[config.mk]
export PLATFORM = sky130hd
export DESIGN_NAME = extended_euclid_gcd_core_flat
export DESIGN_NICKNAME = d
export VERILOG_FILES = /design/src/rtl/core/eeg_pkg.sv /design/src/rtl/core/eeg_in_if.sv /design/src/rtl/core/eeg_out_if.sv /design/src/rtl/core/extended_euclid_gcd_core.sv /design/src/rtl/core/eeg_seq.sv /design/src/flat_wrapper.sv
export SDC_FILE = /design/constraint.sdc
export NUM_CORES = 1
export LEC_CHECK = 0
export BUFFER_PORTS_ARGS = -buffer_cell sky130_fd_sc_hd__buf_2
export CAP_MARGIN = 10
export CORE_ASPECT_RATIO = 0.6
export CORE_MARGIN = 1.5
export CORE_UTILIZATION = 50
export DETAILED_ROUTE_END_ITERATION = 8
export HOLD_SLACK_MARGIN = 0.15
export MAX_ROUTING_LAYER = met4
export PLACE_DENSITY = 0.71
export SETUP_SLACK_MARGIN = 0.2
export SYNTH_ARGS = -nofsm -noshare
export SYNTH_HDL_FRONTEND = slang
export SYNTH_SLANG_ARGS = --single-unit
[constraint.sdc]
create_clock -name i_clk -period 11.47 [get_ports i_clk]
set_input_delay 2.294 -clock i_clk [delete_from_list [all_inputs] [get_ports i_clk]]
set_output_delay 2.294 -clock i_clk [all_outputs]
set_load 0.03 [all_outputs]
[src/rtl/core/eeg_pkg.sv]
// Package for the extended Euclid GCD core: widths, microcode types and the
// program ROM of the sequencer. No dependencies.
`timescale 1ns / 1ps

package eeg_pkg;

    localparam int EEG_WIDTH = 32;
    localparam int PC_W      = 3;

    // Datapath operations selected by the control word.
    typedef enum logic [2:0] {
        OP_NOP      = 3'd0,
        OP_LOAD     = 3'd1,
        OP_DIV_INIT = 3'd2,
        OP_DIV_STEP = 3'd3,
        OP_UPDATE   = 3'd4,
        OP_FINISH   = 3'd5
    } t_op;

    // Sequencing rules for the step counter.
    typedef enum logic [2:0] {
        JMP_NEXT     = 3'd0,
        JMP_GOTO     = 3'd1,
        JMP_WAIT_IN  = 3'd2,
        JMP_IF_R1Z   = 3'd3,
        JMP_LOOP_DIV = 3'd4,
        JMP_WAIT_OUT = 3'd5
    } t_jmp;

    typedef struct packed {
        t_op             op;
        t_jmp            jmp;
        logic [PC_W-1:0] target;
    } t_uword;

    // Control handed from the sequencer to the datapath.
    typedef struct packed {
        t_op  op;
        logic in_rdy;
    } t_ctrl;

    // Status handed from the datapath back to the sequencer.
    typedef struct packed {
        logic in_fire;
        logic r1_zero;
        logic div_last;
        logic out_free;
    } t_status;

    localparam logic [PC_W-1:0] STEP_LOAD     = 3'd0;
    localparam logic [PC_W-1:0] STEP_TEST     = 3'd1;
    localparam logic [PC_W-1:0] STEP_DIV_INIT = 3'd2;
    localparam logic [PC_W-1:0] STEP_DIV      = 3'd3;
    localparam logic [PC_W-1:0] STEP_UPDATE   = 3'd4;
    localparam logic [PC_W-1:0] STEP_FINISH   = 3'd5;

    function automatic t_uword prog_rom(input logic [PC_W-1:0] pc);
        t_uword w;
        w = '{op: OP_NOP, jmp: JMP_GOTO, target: STEP_LOAD};
        unique case (pc)
            STEP_LOAD:     w = '{op: OP_LOAD,     jmp: JMP_WAIT_IN,  target: STEP_LOAD};
            STEP_TEST:     w = '{op: OP_NOP,      jmp: JMP_IF_R1Z,   target: STEP_FINISH};
            STEP_DIV_INIT: w = '{op: OP_DIV_INIT, jmp: JMP_NEXT,     target: STEP_LOAD};
            STEP_DIV:      w = '{op: OP_DIV_STEP, jmp: JMP_LOOP_DIV, target: STEP_DIV};
            STEP_UPDATE:   w = '{op: OP_UPDATE,   jmp: JMP_GOTO,     target: STEP_TEST};
            STEP_FINISH:   w = '{op: OP_FINISH,   jmp: JMP_WAIT_OUT, target: STEP_LOAD};
            default:       w = '{op: OP_NOP,      jmp: JMP_GOTO,     target: STEP_LOAD};
        endcase
        return w;
    endfunction

endpackage

[src/rtl/core/eeg_in_if.sv]
// Input channel of the extended Euclid GCD core: valid/ready plus operands.
// Depends on eeg_pkg for the default width.
`timescale 1ns / 1ps

interface eeg_in_if
    import eeg_pkg::*;
#(
    parameter int WIDTH = EEG_WIDTH
);
    logic             valid;
    logic             ready;
    logic [WIDTH-1:0] operand_a;
    logic [WIDTH-1:0] operand_b;

    modport source (output valid, output operand_a, output operand_b, input ready);
    modport sink   (input valid, input operand_a, input operand_b, output ready);
endinterface

[src/rtl/core/eeg_out_if.sv]
// Output channel of the extended Euclid GCD core: valid/ready plus the GCD
// and both Bezout coefficients. Depends on eeg_pkg for the default width.
`timescale 1ns / 1ps

interface eeg_out_if
    import eeg_pkg::*;
#(
    parameter int WIDTH = EEG_WIDTH
);
    logic               valid;
    logic               ready;
    logic [WIDTH-1:0]   gcd_value;
    logic signed [WIDTH:0] coef_large;
    logic signed [WIDTH:0] coef_small;

    modport source (output valid, output gcd_value, output coef_large, output coef_small,
                    input ready);
    modport sink   (input valid, input gcd_value, input coef_large, input coef_small,
                    output ready);
endinterface

[src/rtl/core/extended_euclid_gcd_core.sv]
// Extended Euclid GCD core, top level: remainder/coefficient datapath with a
// bit-serial divider, run by eeg_seq. Depends on eeg_pkg, eeg_in_if, eeg_out_if.
//
//   port   | direction | carries
//   -------+-----------+------------------------------------------------
//   i_in   | sink      | operand_a, operand_b (WIDTH bits, unsigned)
//   o_out  | source    | gcd_value (WIDTH), coef_large, coef_small (WIDTH+1, signed)
//
// In each Euclid step the restoring divider resolves one quotient bit per
// cycle and accumulates q*s and q*t alongside it. Reset is synchronous,
// active low, holds the input ready low and returns the sequencer to its load
// step. The result sits in an output register, so the next operands are taken
// while it waits; a result stalled by the sink holds the sequencer only when
// the next one is ready.
`timescale 1ns / 1ps

module extended_euclid_gcd_core
    import eeg_pkg::*;
#(
    parameter int WIDTH = EEG_WIDTH
) (
    input  logic       i_clk,
    input  logic       i_rst_n,
    eeg_in_if.sink     i_in,
    eeg_out_if.source  o_out
);

    localparam int CW   = WIDTH + 1;
    localparam int CNTW = $clog2(WIDTH);

    t_ctrl   ctrl;
    t_status status;

    logic [WIDTH-1:0] r_r0, r_r1, r_rem, r_dvd;
    logic [CW-1:0]    r_s0, r_s1, r_t0, r_t1, r_ps, r_pt;
    logic [CNTW-1:0]  r_cnt;

    logic             r_out_valid;
    logic [WIDTH-1:0] r_gcd;
    logic [CW-1:0]    r_cl, r_cs;

    logic             in_fire, out_free, fin_fire;
    logic             a_lt_b;
    logic [WIDTH:0]   trial;
    logic             qbit;
    logic [WIDTH:0]   trial_sub;

    eeg_seq u_seq (
        .i_clk    (i_clk),
        .i_rst_n  (i_rst_n),
        .i_status (status),
        .o_ctrl   (ctrl)
    );

    assign in_fire  = i_in.valid && i_in.ready;
    assign out_free = !r_out_valid || o_out.ready;
    assign fin_fire = (ctrl.op == OP_FINISH) && out_free;

    assign status.in_fire  = in_fire;
    assign status.r1_zero  = (r_r1 == '0);
    assign status.div_last = (r_cnt == CNTW'(WIDTH - 1));
    assign status.out_free = out_free;

    assign a_lt_b = (i_in.operand_a < i_in.operand_b);

    // Restoring division, most significant dividend bit first.
    assign trial     = {r_rem, r_dvd[WIDTH-1]};
    assign qbit      = (trial >= {1'b0, r_r1});
    assign trial_sub = trial - {1'b0, r_r1};

    always_ff @(posedge i_clk) begin
        unique case (ctrl.op)
            OP_LOAD: begin
                if (in_fire) begin
                    r_r0 <= a_lt_b ? i_in.operand_b : i_in.operand_a;
                    r_r1 <= a_lt_b ? i_in.operand_a : i_in.operand_b;
                    r_s0 <= CW'(1);
                    r_s1 <= '0;
                    r_t0 <= '0;
                    r_t1 <= CW'(1);
                end
            end
            OP_DIV_INIT: begin
                r_rem <= '0;
                r_dvd <= r_r0;
                r_ps  <= '0;
                r_pt  <= '0;
                r_cnt <= '0;
            end
            OP_DIV_STEP: begin
                r_rem <= qbit ? trial_sub[WIDTH-1:0] : trial[WIDTH-1:0];
                r_dvd <= {r_dvd[WIDTH-2:0], 1'b0};
                // Horner accumulation of q*s1 and q*t1, modulo 2^CW.
                r_ps  <= {r_ps[CW-2:0], 1'b0} + (qbit ? r_s1 : '0);
                r_pt  <= {r_pt[CW-2:0], 1'b0} + (qbit ? r_t1 : '0);
                r_cnt <= r_cnt + 1'b1;
            end
            OP_UPDATE: begin
                r_r0 <= r_r1;
                r_r1 <= r_rem;
                r_s0 <= r_s1;
                r_s1 <= r_s0 - r_ps;
                r_t0 <= r_t1;
                r_t1 <= r_t0 - r_pt;
            end
            OP_NOP, OP_FINISH: begin
            end
            default: begin
            end
        endcase
    end

    always_ff @(posedge i_clk) begin
        if (fin_fire) begin
            r_gcd <= r_r0;
            r_cl  <= r_s0;
            r_cs  <= r_t0;
        end
    end

    always_ff @(posedge i_clk) begin
        if (!i_rst_n) begin
            r_out_valid <= 1'b0;
        end else if (fin_fire) begin
            r_out_valid <= 1'b1;
        end else if (o_out.ready) begin
            r_out_valid <= 1'b0;
        end
    end

    assign i_in.ready       = ctrl.in_rdy && i_rst_n;
    assign o_out.valid      = r_out_valid;
    assign o_out.gcd_value  = r_gcd;
    assign o_out.coef_large = $signed(r_cl);
    assign o_out.coef_small = $signed(r_cs);

endmodule

[src/rtl/core/eeg_seq.sv]
// Microcode sequencer: step counter, program ROM from eeg_pkg and the jump
// logic. Drives the datapath control word and takes its status back.
`timescale 1ns / 1ps

module eeg_seq
    import eeg_pkg::*;
(
    input  logic    i_clk,
    input  logic    i_rst_n,
    input  t_status i_status,
    output t_ctrl   o_ctrl
);

    logic [PC_W-1:0] r_pc;
    logic [PC_W-1:0] n_pc;
    logic [PC_W-1:0] pc_inc;
    t_uword          uw;

    assign uw     = prog_rom(r_pc);
    assign pc_inc = r_pc + 1'b1;

    always_comb begin
        unique case (uw.jmp)
            JMP_NEXT:     n_pc = pc_inc;
            JMP_GOTO:     n_pc = uw.target;
            JMP_WAIT_IN:  n_pc = i_status.in_fire  ? pc_inc    : r_pc;
            JMP_IF_R1Z:   n_pc = i_status.r1_zero  ? uw.target : pc_inc;
            JMP_LOOP_DIV: n_pc = i_status.div_last ? pc_inc    : uw.target;
            JMP_WAIT_OUT: n_pc = i_status.out_free ? uw.target : r_pc;
            default:      n_pc = STEP_LOAD;
        endcase
    end

    always_ff @(posedge i_clk) begin
        if (!i_rst_n) begin
            r_pc <= STEP_LOAD;
        end else begin
            r_pc <= n_pc;
        end
    end

    assign o_ctrl.op     = uw.op;
    assign o_ctrl.in_rdy = (uw.op == OP_LOAD);

endmodule

[src/flat_wrapper.sv]
// flat-port wrapper written by rule: the top's interface ports become plain ports
module extended_euclid_gcd_core_flat import eeg_pkg::*;
#(
    parameter int WIDTH = EEG_WIDTH
)
  (i_clk, i_rst_n, i_in_valid, i_in_operand_a, i_in_operand_b, i_in_ready, o_out_valid, o_out_gcd_value, o_out_coef_large, o_out_coef_small, o_out_ready);
  eeg_in_if #(.WIDTH(WIDTH)) i_in_i ();
  eeg_out_if #(.WIDTH(WIDTH)) o_out_i ();
  input  logic i_clk;
  input  logic i_rst_n;
  input wire logic [$bits(i_in_i.valid)-1:0] i_in_valid;
  input wire logic [$bits(i_in_i.operand_a)-1:0] i_in_operand_a;
  input wire logic [$bits(i_in_i.operand_b)-1:0] i_in_operand_b;
  output wire logic [$bits(i_in_i.ready)-1:0] i_in_ready;
  output wire logic [$bits(o_out_i.valid)-1:0] o_out_valid;
  output wire logic [$bits(o_out_i.gcd_value)-1:0] o_out_gcd_value;
  output wire logic [$bits(o_out_i.coef_large)-1:0] o_out_coef_large;
  output wire logic [$bits(o_out_i.coef_small)-1:0] o_out_coef_small;
  input wire logic [$bits(o_out_i.ready)-1:0] o_out_ready;
  assign i_in_i.valid = i_in_valid;
  assign i_in_i.operand_a = i_in_operand_a;
  assign i_in_i.operand_b = i_in_operand_b;
  assign i_in_ready = i_in_i.ready;
  assign o_out_valid = o_out_i.valid;
  assign o_out_gcd_value = o_out_i.gcd_value;
  assign o_out_coef_large = o_out_i.coef_large;
  assign o_out_coef_small = o_out_i.coef_small;
  assign o_out_i.ready = o_out_ready;
  extended_euclid_gcd_core #(.WIDTH(WIDTH)) u_core (.i_clk(i_clk), .i_rst_n(i_rst_n), .i_in(i_in_i), .o_out(o_out_i));
endmodule
Yosys cells after proc, flatten, opt, wreduce, memory -nomap -nowiden
Cells that the tools add are included.

Input port bits: 68. Latch bits: 0. Bits in writable memories: 0. Register bits after elaboration: 433. ROM bits: 0. Memories kept: 0. Logic and storage cells: 85.

Multiply operators: 0. Reduce and logical (&&, ||, !) cells: 13. Shifts and indexed selects: 0. Bitwise logic cells: 0. Add/subtract/negate cells: 7. Order comparisons: 2. Eq/ne operators: 19. Mux-type cells: 28. Div/mod/pow operators: 0.

Operator list (number): $pmux W33 S2 (6); $pmux W32 S2 (4); $mux W32 (5); $mux W33 (4); $add A33 B33 Y33 (2); $sub A33 B33 Y33 (2); $pmux W9 S6 (1); $ge A33 B32 Y1 (1); $logic_not A32 Y1 (1); $lt A32 B32 Y1 (1); $sub A32 B32 Y32 (1); $eq A3 B2 Y1 const B (6); $eq A3 B3 Y1 const B (6); $pmux W3 S6 (1); $mux W3 (4); $pmux W5 S2 (1); $eq A3 B1 Y1 const B (3); $logic_not A3 Y1 (2); $reduce_bool A2 Y1 (3); $add A5 B1 Y5 const B (1); $eq A5 B5 Y1 const B (1); $ne A2 B1 Y1 const B (2); $reduce_and A2 Y1 (2); $add A3 B1 Y3 const B (1); other kinds (5) (8).

Logic depth before layout (Yosys ltp)
Word-level depth: 7. Depth in mapped cells: 24. Depth with buffers taken out: 21.

By module
Synthesis repeated with hierarchy kept, for this count alone.

Cells, all modules: 2491. Area, all modules: 25713.4 µm².

By module, submodules not included: extended_euclid_gcd_core (cells each 2432, area an instance 25289.3 µm², instances 1, seq. area each 12902.4 µm²); eeg_seq (cells each 59, area an instance 424.2 µm², instances 1, seq. area each 60.1 µm²).

Least setup slack after synthesis
No wires, ideal clock.

Kind: input to register. Start: input o_out_ready. End: register u_core.r_cl[0], in the netlist u_core.o_out.coef_large[0], enable pin. Stages on the path: 2. Setup slack: -0.911 ns. Required time: 10.675 ns. Buffers on the path: 0. Arrival time: 11.586 ns. Setup time: 0.795 ns. Cell sequence: nor2b_1 nor4_1.

Word-level cells in the longest chain between the ends: 2.

Ends and longest elaborated chain: from (decl) (line flat_wrapper.sv:19) `input wire logic [$bits(o_out_i.ready)-1:0] o_out_ready;`; $logic_or A1 B1 Y1 (line extended_euclid_gcd_core.sv:56) `assign out_free = !r_out_valid || o_out.ready;`; $logic_and A1 B1 Y1 (line extended_euclid_gcd_core.sv:57) `assign fin_fire = (ctrl.op == OP_FINISH) && out_free;`; named net u_core.fin_fire (line extended_euclid_gcd_core.sv:42) `logic in_fire, out_free, fin_fire;`; to (signal assigned) (line extended_euclid_gcd_core.sv:116) `r_cl <= r_s0;`; to (decl) (line extended_euclid_gcd_core.sv:40) `logic [CW-1:0] r_cl, r_cs;`.

The timed path passes the listed nets, and every way through them passes these cells. A chain may end at the register's enable or synchronous reset.

Worst setup path in the final report
Start: register u_core.r_rem[26]. End: register u_core.r_pt[32] (data pin).

Word-level cells in the longest chain between the ends: 4.

Ends and longest elaborated chain: from (decl) (line extended_euclid_gcd_core.sv:34) `logic [WIDTH-1:0] r_r0, r_r1, r_rem, r_dvd;`; from (signal assigned) (line extended_euclid_gcd_core.sv:91) `r_rem <= qbit ? trial_sub[WIDTH-1:0] : trial[WIDTH-1:0];`; $ge A33 B32 Y1 (line extended_euclid_gcd_core.sv:68) `assign qbit = (trial >= {1'b0, r_r1});`; $mux W33 (line extended_euclid_gcd_core.sv:95) `r_pt <= {r_pt[CW-2:0], 1'b0} + (qbit ? r_t1 : '0);`; $add A33 B33 Y33 (line extended_euclid_gcd_core.sv:95); $pmux W33 S2 (line extended_euclid_gcd_core.sv:72) `unique case (ctrl.op)`; to (signal assigned) (line extended_euclid_gcd_core.sv:95); to (decl) (line extended_euclid_gcd_core.sv:35) `logic [CW-1:0] r_s0, r_s1, r_t0, r_t1, r_ps, r_pt;`.

No other way between the ends.

==> impl_summary.log <==
INFO  metric required = 11.76 ns
INFO  metric routabilityCongestion = roughly 0.96
INFO  metric netlist.top_cell.by_area = edfxtp_1
INFO  metric cts-buffers-inserted = 43
INFO  metric post_cts_resize_count = 0
INFO  metric postRouteWirelength = 65,000 um
INFO  metric commonest_cells_after_routing_fill_and_taps_aside = edfxtp_1, nand2_1, ha_1
INFO  metric rsz0062_at_grt = false
INFO  metric grt_antenna_before_repair = 1
INFO  metric endpoint_of_the_lowest_slack_register_to_register_path = u_core.r_pt[32]$_SDFFCE_PN0P_
INFO  metric synth_enable_flop_cells = approximately 430
INFO  metric finalCoreUtilization = between 50% and 60%
INFO  metric dpl.hpwl = 46,500 um
INFO  metric r2r_cells = 20
INFO  metric fmaxAchievable = 153 MHz
INFO  metric vias = just under 20,000
INFO  metric period_share = 56.8%
INFO  metric gr-usage-all-layers = roughly a quarter
INFO  metric timing.clock.skew = approximately 0.025 ns
INFO  metric floorplan.die_area = approximately 54,000 um^2
INFO  metric synthesis.area = approximately 26,000 um^2
INFO  metric syn-mean-instance-area = ~10 um^2
INFO  metric gr-total-overflow = 0
INFO  metric via_count_of_the_first_global_routing_pass = between 15,000 and 20,000
INFO  metric finalHoldViolCount = 0
INFO  metric wire_length_of_the_first_global_routing_pass = between 100,000 and 150,000 um
INFO  metric grt_start_max_net_pins = 188
INFO  metric nNetsFinal = 2,940
INFO  metric synth_register_bits = between 400 and 500
INFO  metric layout.cells.most_common = edfxtp_1
INFO  metric nets_in_the_synthesized_netlist = 2,804
INFO  metric area.growth.synth_to_final = 10.8%
INFO  metric critical_path_peak_fanout = 61
INFO  metric die_height = approximately 180 um
INFO  metric cp_data_arrival_time = 6.80 ns
INFO  metric die_x = 299 um
INFO  metric reg2reg_setup_slack = 4.95 ns
INFO  metric report.final.slew_viol_count = 0
INFO  metric clkTransAtPathRegs = 0.07 ns
INFO  metric final_setup_violations = 0
INFO  metric viasPerCell = approximately 5.8
INFO  metric layout-drive-gt1-share = between 10% and 20%
INFO  metric vdd_drop_max = between 150 and 200 uV
INFO  metric tns = 0 ns
INFO  metric htreeDepth = 2
INFO  metric post_cts_hold_buffer_count = 0
INFO  metric min_delay_path_depth = 0
INFO  metric io-pin-count = roughly 170
INFO  metric netlist-cell-type-count = 89
INFO  metric cts_root_buf = clkbuf_16
INFO  metric dpl-instance-area = about 28,000 um^2
INFO  metric p_total = ~8.3 mW
INFO  metric core.rowCount = 64
INFO  metric crit_path_kind = register to register
INFO  metric worst_setup_path_end_kind = register
INFO  metric synth.area.top_cells = edfxtp_1, ha_1, nand2_1, and2_1, a21oi_1
INFO  metric place.port_buffers = around 170
INFO  metric insertion_delay = 0.56 ns
INFO  metric detail_route.iter0.violations = about 1,700
INFO  metric dr.pass1.iters = 8
INFO  metric post_cts.repair.setup_buffers = 0
INFO  metric initial_core_util = 51.1%
INFO  metric holdCritStartpoint = u_core.r_t0[30]$_SDFFCE_PN0P_
INFO  metric async_flop_share = 0%
INFO  metric part_of_the_yosys_area_used_for_sequential_elements = 49.3%
INFO  metric run_status = finished, final reports clean
INFO  metric max_cap_viol_count = 0
INFO  metric hold_end = u_core.o_out.coef_small[30]$_DFFE_PP_
INFO  metric tightest_slew = ~1.2 ns
INFO  metric cts_tree = yes
INFO  metric tritoncts_num_sinks = roughly 430
INFO  metric powerDensity = 284 nW/um^2
INFO  metric route.detailed.wl_per_inst = roughly 19 um
INFO  metric reg2reg_from = u_core.r_rem[26]$_SDFFCE_PN0P_
INFO  metric critical_path_startpoint_category = register
INFO  metric design.core.area = approximately 51,000 um^2
INFO  metric total_leakage_power = approximately 12 nW
INFO  metric buffers_from_clock_root_to_sink_at_most = 3
INFO  metric timing.max_slew.rel_slack = approximately 23%
INFO  metric nFillCells = roughly 4,500
INFO  metric antenna_violating_nets_post_route = 0
INFO  metric hold_path_class = register to register
INFO  metric drc = 0
INFO  metric synth_top_area_share = about half
INFO  metric design_area = around 29,000 um^2
INFO  metric period_needed = 6.52 ns
INFO  metric synth-warning-count = 0
INFO  metric synth_flop_cell = edfxtp_1
INFO  metric synthCells = 2,536
==> power breakdown <==
group          internal [mW]  total [mW]  switching (mW)
Sequential              2.44        2.74           0.296
Combinational           1.56        4.12            2.56
Clock                  0.777        1.40           0.623
Total                   4.78        8.26            3.48
==> state kept, by name (all words and copies together), names as in the netlist <==
name,cells
u_core.o_out.coef_large,33
u_core.o_out.coef_small,33
u_core.o_out.gcd_value,32
u_core.o_out.valid,1
u_core.r_cnt,5
u_core.r_dvd,32
u_core.r_ps,33
u_core.r_pt,33
u_core.r_r0,32
u_core.r_r1,32
u_core.r_rem,32
u_core.r_s0,33
u_core.r_s1,33
u_core.r_t0,33
u_core.r_t1,33
u_core.u_seq.r_pc,3
==> how the worst max path moves through the flow <==
stage                                              start                                    to  depth (start not counted)
after floorplan                              o_out_ready  u_core.o_out.coef_large[0]$_DFFE_PP_                          2
after global placement    u_core.r_rem[26]$_SDFFCE_PN0P_         u_core.r_pt[32]$_SDFFCE_PN0P_                         20
after detailed placement  u_core.r_rem[26]$_SDFFCE_PN0P_         u_core.r_pt[32]$_SDFFCE_PN0P_                         20
after CTS                 u_core.r_rem[26]$_SDFFCE_PN0P_         u_core.r_pt[32]$_SDFFCE_PN0P_                         20
after global routing      u_core.r_rem[26]$_SDFFCE_PN0P_         u_core.r_pt[32]$_SDFFCE_PN0P_                         20
final                     u_core.r_rem[26]$_SDFFCE_PN0P_         u_core.r_pt[32]$_SDFFCE_PN0P_                         20
==> metrics by stage <==
| step | cells | hold WS (ns) | setup WS (ns) |
|---|---|---|---|
| after floorplan | 2536 | 0.417 | 3.25 |
| after detailed placement | 3320 | 0.434 | 4.97 |
| after global routing | 3396 | 0.457 | 4.46 |
| after global placement | 3320 | 0.436 | 5.46 |
| final | 3396 | 0.446 | 4.95 |
| after CTS | 3394 | 0.448 | 5.00 |
==> layer usage <==
metal / vias up / global-route usage (%) / share of wire [%]
met3: 87 / 3.65 / 6.1
li1: 9474 / - / -
met2: 570 / 35.2 / 42
met4: 0 / 5.05 / 1.8
met5: - / - / 0
met1: 9583 / 36.8 / 50
==> layout make-up <==
class	instances	area, um^2	share of cell area, %
inverter	180	676	2.32
antenna	2	5.00	0.0172
timing repair buffer	181	953	3.27
clock inverter	24	223	0.765
clock buffer	50	1100	3.79
tap	693	867	2.98
multi-input combinational	1833	12300	42.3
sequential	433	13000	44.5
==> critical path, stage by stage (launching register included) <==
cell       delay (ns)
edfxtp_1         0.43
ha_1             0.50
nand2_1          0.12
nor2_1           0.38
nand4_1          0.18
nor4_1           0.42
or3_1            0.18
o21ai_2          0.08
nand2_2          0.59
buf_4            0.66
and2_1           0.22
ha_1             0.30
a21o_1           0.24
nor3_1           0.19
a22oi_1          0.13
a221o_1          0.33
a2111oi_0        0.47
a311oi_1         0.23
o31ai_1          0.32
xnor3_1          0.18
nor2_1           0.04
==> cells in the mapped netlist, types with 47 or more instances <==
| cell | n |
|---|---|
| a21oi_1 | 155 |
| mux2i_1 | 66 |
| ha_1 | 195 |
| nor3_1 | 47 |
| o21ai_0 | 144 |
| a21o_1 | 86 |
| nand2_1 | 285 |
| and2_1 | 138 |
| inv_1 | 180 |
| nor2_1 | 189 |
| clkbuf_1 | 64 |
| xor2_1 | 55 |
| xnor2_1 | 62 |
| edfxtp_1 | 429 |
==> cells by family (layout without fill, tap and decap cells) <==
family | count (synthesis) | count (layout) | share of synthesized area, %
other | 0 | 2 | 0
DFF | 433 | 433 | 49.3
xor gates and xnor gates | 119 | 119 | 4.07
AOI/OAI and AO/OA | 607 | 607 | 15.0
and+or+nand+nor | 840 | 840 | 15.4
buffers and inverters | 270 | 435 | 3.94
adders and majority gates | 200 | 200 | 9.67
muxes | 67 | 67 | 2.56
Note: power is estimated with default switching activity, not from simulation.
